<file path="src/design/fccp_isqrt.sv">
// Pipelined integer square root of a 64-bit value, two radicand bits per stage.
// Carries a side vector along with each request; no package dependencies.
`timescale 1ns / 1ps
`default_nettype none

module fccp_isqrt #(
  parameter int unsigned SIDE_W = 8
) (
  input  wire logic              clk_i,
  input  wire logic              rst_ni,
  input  wire logic              en_i,
  input  wire logic              valid_i,
  input  wire logic [63:0]       rad_i,
  input  wire logic [SIDE_W-1:0] side_i,
  output logic                   valid_o,
  output logic [31:0]            root_o,
  output logic [SIDE_W-1:0]      side_o
);

  localparam int unsigned NS = 32;

  logic              vld_q  [NS];
  logic [33:0]       rem_q  [NS];
  logic [31:0]       root_q [NS];
  logic [63:0]       xs_q   [NS];
  logic [SIDE_W-1:0] side_q [NS];

  for (genvar k = 0; k < NS; k++) begin : g_stage
    logic              vld_cur;
    logic [33:0]       rem_cur;
    logic [31:0]       root_cur;
    logic [63:0]       xs_cur;
    logic [SIDE_W-1:0] side_cur;
    logic [35:0]       rem2;
    logic [35:0]       trial;
    logic [35:0]       diff;
    logic              ge;

    if (k == 0) begin : g_in
      assign vld_cur  = valid_i;
      assign rem_cur  = '0;
      assign root_cur = '0;
      assign xs_cur   = rad_i;
      assign side_cur = side_i;
    end else begin : g_mid
      assign vld_cur  = vld_q[k-1];
      assign rem_cur  = rem_q[k-1];
      assign root_cur = root_q[k-1];
      assign xs_cur   = xs_q[k-1];
      assign side_cur = side_q[k-1];
    end

    // One digit: bring down two bits, try root*4+1
    assign rem2  = {rem_cur, xs_cur[63:62]};
    assign trial = {2'b00, root_cur, 2'b01};
    assign ge    = rem2 >= trial;
    assign diff  = ge ? rem2 - trial : rem2;

    always_ff @(posedge clk_i or negedge rst_ni) begin
      if (!rst_ni) begin
        vld_q[k] <= 1'b0;
      end else if (en_i) begin
        vld_q[k] <= vld_cur;
      end
    end

    always_ff @(posedge clk_i) begin
      if (en_i) begin
        rem_q[k]  <= diff[33:0];
        root_q[k] <= {root_cur[30:0], ge};
        xs_q[k]   <= {xs_cur[61:0], 2'b00};
        side_q[k] <= side_cur;
      end
    end

    // Remainder never exceeds twice the partial root
    assert property (@(posedge clk_i) disable iff (!rst_ni)
      vld_q[k] |-> rem_q[k] <= {1'b0, root_q[k], 1'b0})
      else $error("isqrt remainder out of range");
  end

  assign valid_o = vld_q[NS-1];
  assign root_o  = root_q[NS-1];
  assign side_o  = side_q[NS-1];

endmodule

`default_nettype wire

</file>
<file path="config.mk">
export PLATFORM = sky130hd
export DESIGN_NAME = fccp_isqrt
export DESIGN_NICKNAME = d
export VERILOG_FILES = /design/src/design/fccp_isqrt.sv
export SDC_FILE = /design/constraint.sdc
export NUM_CORES = 2
export LEC_CHECK = 0
export CORE_MARGIN = 4
export CORE_UTILIZATION = 45
export DETAILED_ROUTE_END_ITERATION = 12
export DONT_BUFFER_PORTS = 1
export PLACE_DENSITY_LB_ADDON = 0.05
export SETUP_SLACK_MARGIN = 0.02
export SYNTH_ARGS = -nofsm -noshare
export SYNTH_HDL_FRONTEND = slang
export SYNTH_MEMORY_MAX_BITS = 65536
export SYNTH_SLANG_ARGS = --single-unit
</file>
<file path="constraint.sdc">
create_clock -name clk_i -period 9.4 [get_ports clk_i]
set_clock_uncertainty 0.15 [all_clocks]
set_input_delay 1.88 -clock clk_i [delete_from_list [all_inputs] [get_ports clk_i]]
set_output_delay 1.88 -clock clk_i [all_outputs]
set_load 0.005 [all_outputs]
</file>
==> results.json <==
{
  "status": "complete, but fails checks",
  "violations": "slew limit",
  "grt_pass1_wl_um": 391000,
  "tritoncts": "done",
  "final_area_um2": 140000,
  "cts-root-buf": "clkbuf_16",
  "grt_max_degree": 302,
  "route.detailed.drc": 0,
  "synth_compound_area_share_pct": 8.85,
  "gp_congestion": 0.838,
  "fmax_mhz": 162,
  "yosys.area_share.simple_pct": 8.89,
  "dpl-instance-area_um2": 130000,
  "crit_arrival_ps": 6520,
  "critPathLaunch": "en_i",
  "finalCritPeriodShare_pct": 65.8,
  "rsz0062_at_grt": "no",
  "critPathCaptureType": "flop",
  "coreArea_um2": 277000,
  "wl_per_cell_um": 18.5,
  "tns_ps": 0,
  "rows": 193,
  "syn_inst": 9273,
  "syn_to_final_growth_pct": 11.8,
  "ys_ff_latch": 2811,
  "r2r_start": "rem_q[1][342]",
  "htreeDepth": 5,
  "start_kind": "input pin",
  "power.leakage_uw": 0.0527,
  "vias_per_cell": 5.29,
  "worstHoldPathCells": 0,
  "reg2reg_depth": 11,
  "ys_seq_area_share_pct": 67.2,
  "power_density_nw_per_um2": 249,
  "period_needed_ps": 6190,
  "required_ps": 9730,
  "worstMarginPinSlew_ps": 1530,
  "dieArea_um2": 287000,
  "hold_buffers": 0,
  "path_max_fanout": 258,
  "drtPass1Iterations": 5,
  "yosysWarnings": 0,
  "syn_area_per_cell_um2": 13.5,
  "hold_start": "xs_q[0][156]",
  "synth_edf_count": 2779,
  "io_buffers": 0,
  "final-setup-viol-count": 0,
  "clock-sinks": 2811,
  "drt_iter0_markers": 4896,
  "path_clk_slew_ps": 60,
  "ys.flop_type": "edfxtp_1",
  "worstSkewPairLatency_ps": 880,
  "die_x_um": 536,
  "post-cts-setup-buffers": 0,
  "worstHoldEndpoint": "xs_q[0][220]",
  "r2r_setup_slack_ps": 4720,
  "drive_above_1_share_pct": 6.86,
  "antenna_found_initial": 1,
  "grt_util_all_layers_pct": 17.0,
  "synth_xor_area_share_pct": 5.86,
  "netlist-cell-type-count": 86,
  "totalWireLength_um": 248000,
  "async_flop_share_pct": 1.14,
  "cts_buffer_depth": 4,
  "maxSlewViolCount": 45,
  "min_path_type": "reg2reg",
  "grt_pass1_vias": 70514,
  "post_cts_resized": 0,
  "die_y_um": 536,
  "hold_viol": 0,
  "start_util_pct": 45.3,
  "ios": 117,
  "slew_headroom_pct": -1.77,
  "critPathKind": "in2reg",
  "cts_made_buffers": 312,
  "hpwl_um": 173000,
  "layout.nets": 10096,
  "ant_nets": 0,
  "synthesis.nets": 9911,
  "synth_top_family_by_area": "simple AND/OR/NAND/NOR gates",
  "synthAdderAreaFrac_pct": 5.61,
  "total_power_uw": 35000,
  "overflow": 0,
  "syn_area_um2": 125000,
  "r2r_end": "rem_q[1][404]",
  "maxCapViolCount": 0,
  "via_count": 70983,
  "synthMuxAreaShare_pct": 1.01,
  "peakVddDrop_mv": 0.199
}
[metrics by stage]
| stage | hold slack (ps) | util [%] | worst slack [ps] | cells |
|---|---|---|---|---|
| finish | 259 | 50.6 | 3210 | 13411 |
| global route | 264 | 50.6 | 2950 | 13409 |
| CTS | 257 | 50.6 | 3520 | 13405 |
| detailed placement | 255 | 46.9 | 2500 | 12846 |
| global placement | 250 | 46.9 | 2660 | 12846 |
| floorplan | 250 | - | 5290 | 9273 |
[report_power, final]
part	switching [uW]	internal [uW]	total, uW
clock network	4920	7090	12000
registers	960	15700	16700
logic	3640	2610	6250
[area by class of cell]
type	count	area, um^2
diodes	3	7.51
clock buffers	376	8240
clock inverters	183	1910
fillers	23735	137000
inverters	691	2590
multi-input cells	5598	38000
flip-flops and latches	2811	84300
well taps	3705	4640
repair buffers	44	631
[flip-flops by register name, summed over array words and instances (netlist names)]
name and flops:
xs_q 992, root_q 528, g_stage.vld_cur 31, side_q 256
rem_q 1003, valid_o 1
[per-layer routing]
layer / part of all wire [%] / track usage, % / routed length [um]
met1: 44 / 22.3 / 109000
met2: 49 / 28.9 / 121000
met3: 3.4 / 2.02 / 8520
met4: 3.7 / 6.39 / 9230
met5: 0 / 0 / 0
[critical path: stages]
cell and delay, ps:
buf_16 480, buf_16 540, buf_16 520, buf_16 680
buf_16 710, buf_16 660
[cells in the mapped netlist, drive strengths merged, types with 14 or more instances]
library cell / n / area (um^2)
a2111oi: 14 / 123
a211o: 18 / 158
a211oi: 39 / 293
a21boi: 21 / 158
a21o: 241 / 1810
a21oi: 543 / 2720
a221o: 15 / 150
a31oi: 51 / 319
and2: 41 / 257
and3: 42 / 263
buf: 18 / 87.6
clkbuf: 155 / 582
dfrtp: 32 / 801
edfxtp: 2779 / 83500
ha: 562 / 7030
inv: 691 / 2590
mux2: 98 / 1110
mux2i: 15 / 150
nand2: 673 / 2530
nand2b: 111 / 694
nand3: 143 / 721
nand3b: 24 / 180
nand4: 89 / 557
nor2: 501 / 1880
nor2b: 74 / 463
nor3: 228 / 1140
nor3b: 14 / 110
nor4: 114 / 713
o211ai: 30 / 225
o21a: 90 / 676
o21ai: 497 / 2500
o21bai: 51 / 383
o31ai: 60 / 450
o41ai: 16 / 140
or2: 40 / 250
or3: 89 / 567
or4: 54 / 409
xnor2: 430 / 3770
xor2: 409 / 3580
[cells by family after synthesis]
group                    count (synthesis)
buffers and inverters                  864
adder cells (fa/ha/maj)                562
AND/OR/NAND/NOR                       2283
multiplexers                           113
other                                    1
AO/OA/AOI/OAI                         1800
XOR/XNOR                               839
flip-flops                            2811
[worst max path at each step]
stage                    endpoint  slack (ps)
floorplan           rem_q[0][139]        5290
global placement    side_q[3][60]        2660
detailed placement  side_q[3][58]        2500
CTS                 side_q[3][48]        3520
global route        side_q[2][53]        2950
finish              side_q[2][29]        3210
[cells in the final DEF, fill, tap and decap left out, types with 63 or more instances in the layout]
master,n
edfxtp_1,2779
inv_1,690
nand2_1,672
ha_1,562
a21oi_1,540
nor2_1,500
o21ai_0,495
xnor2_1,430
xor2_1,409
clkbuf_16,318
a21o_1,241
nor3_1,226
nand3_1,142
nor4_1,114
nand2b_1,111
mux2_2,96
o21a_1,90
nand4_1,89
or3_1,87
nor2b_1,73
clkinv_1,63
No activity file was read; power rests on OpenSTA's default activity.
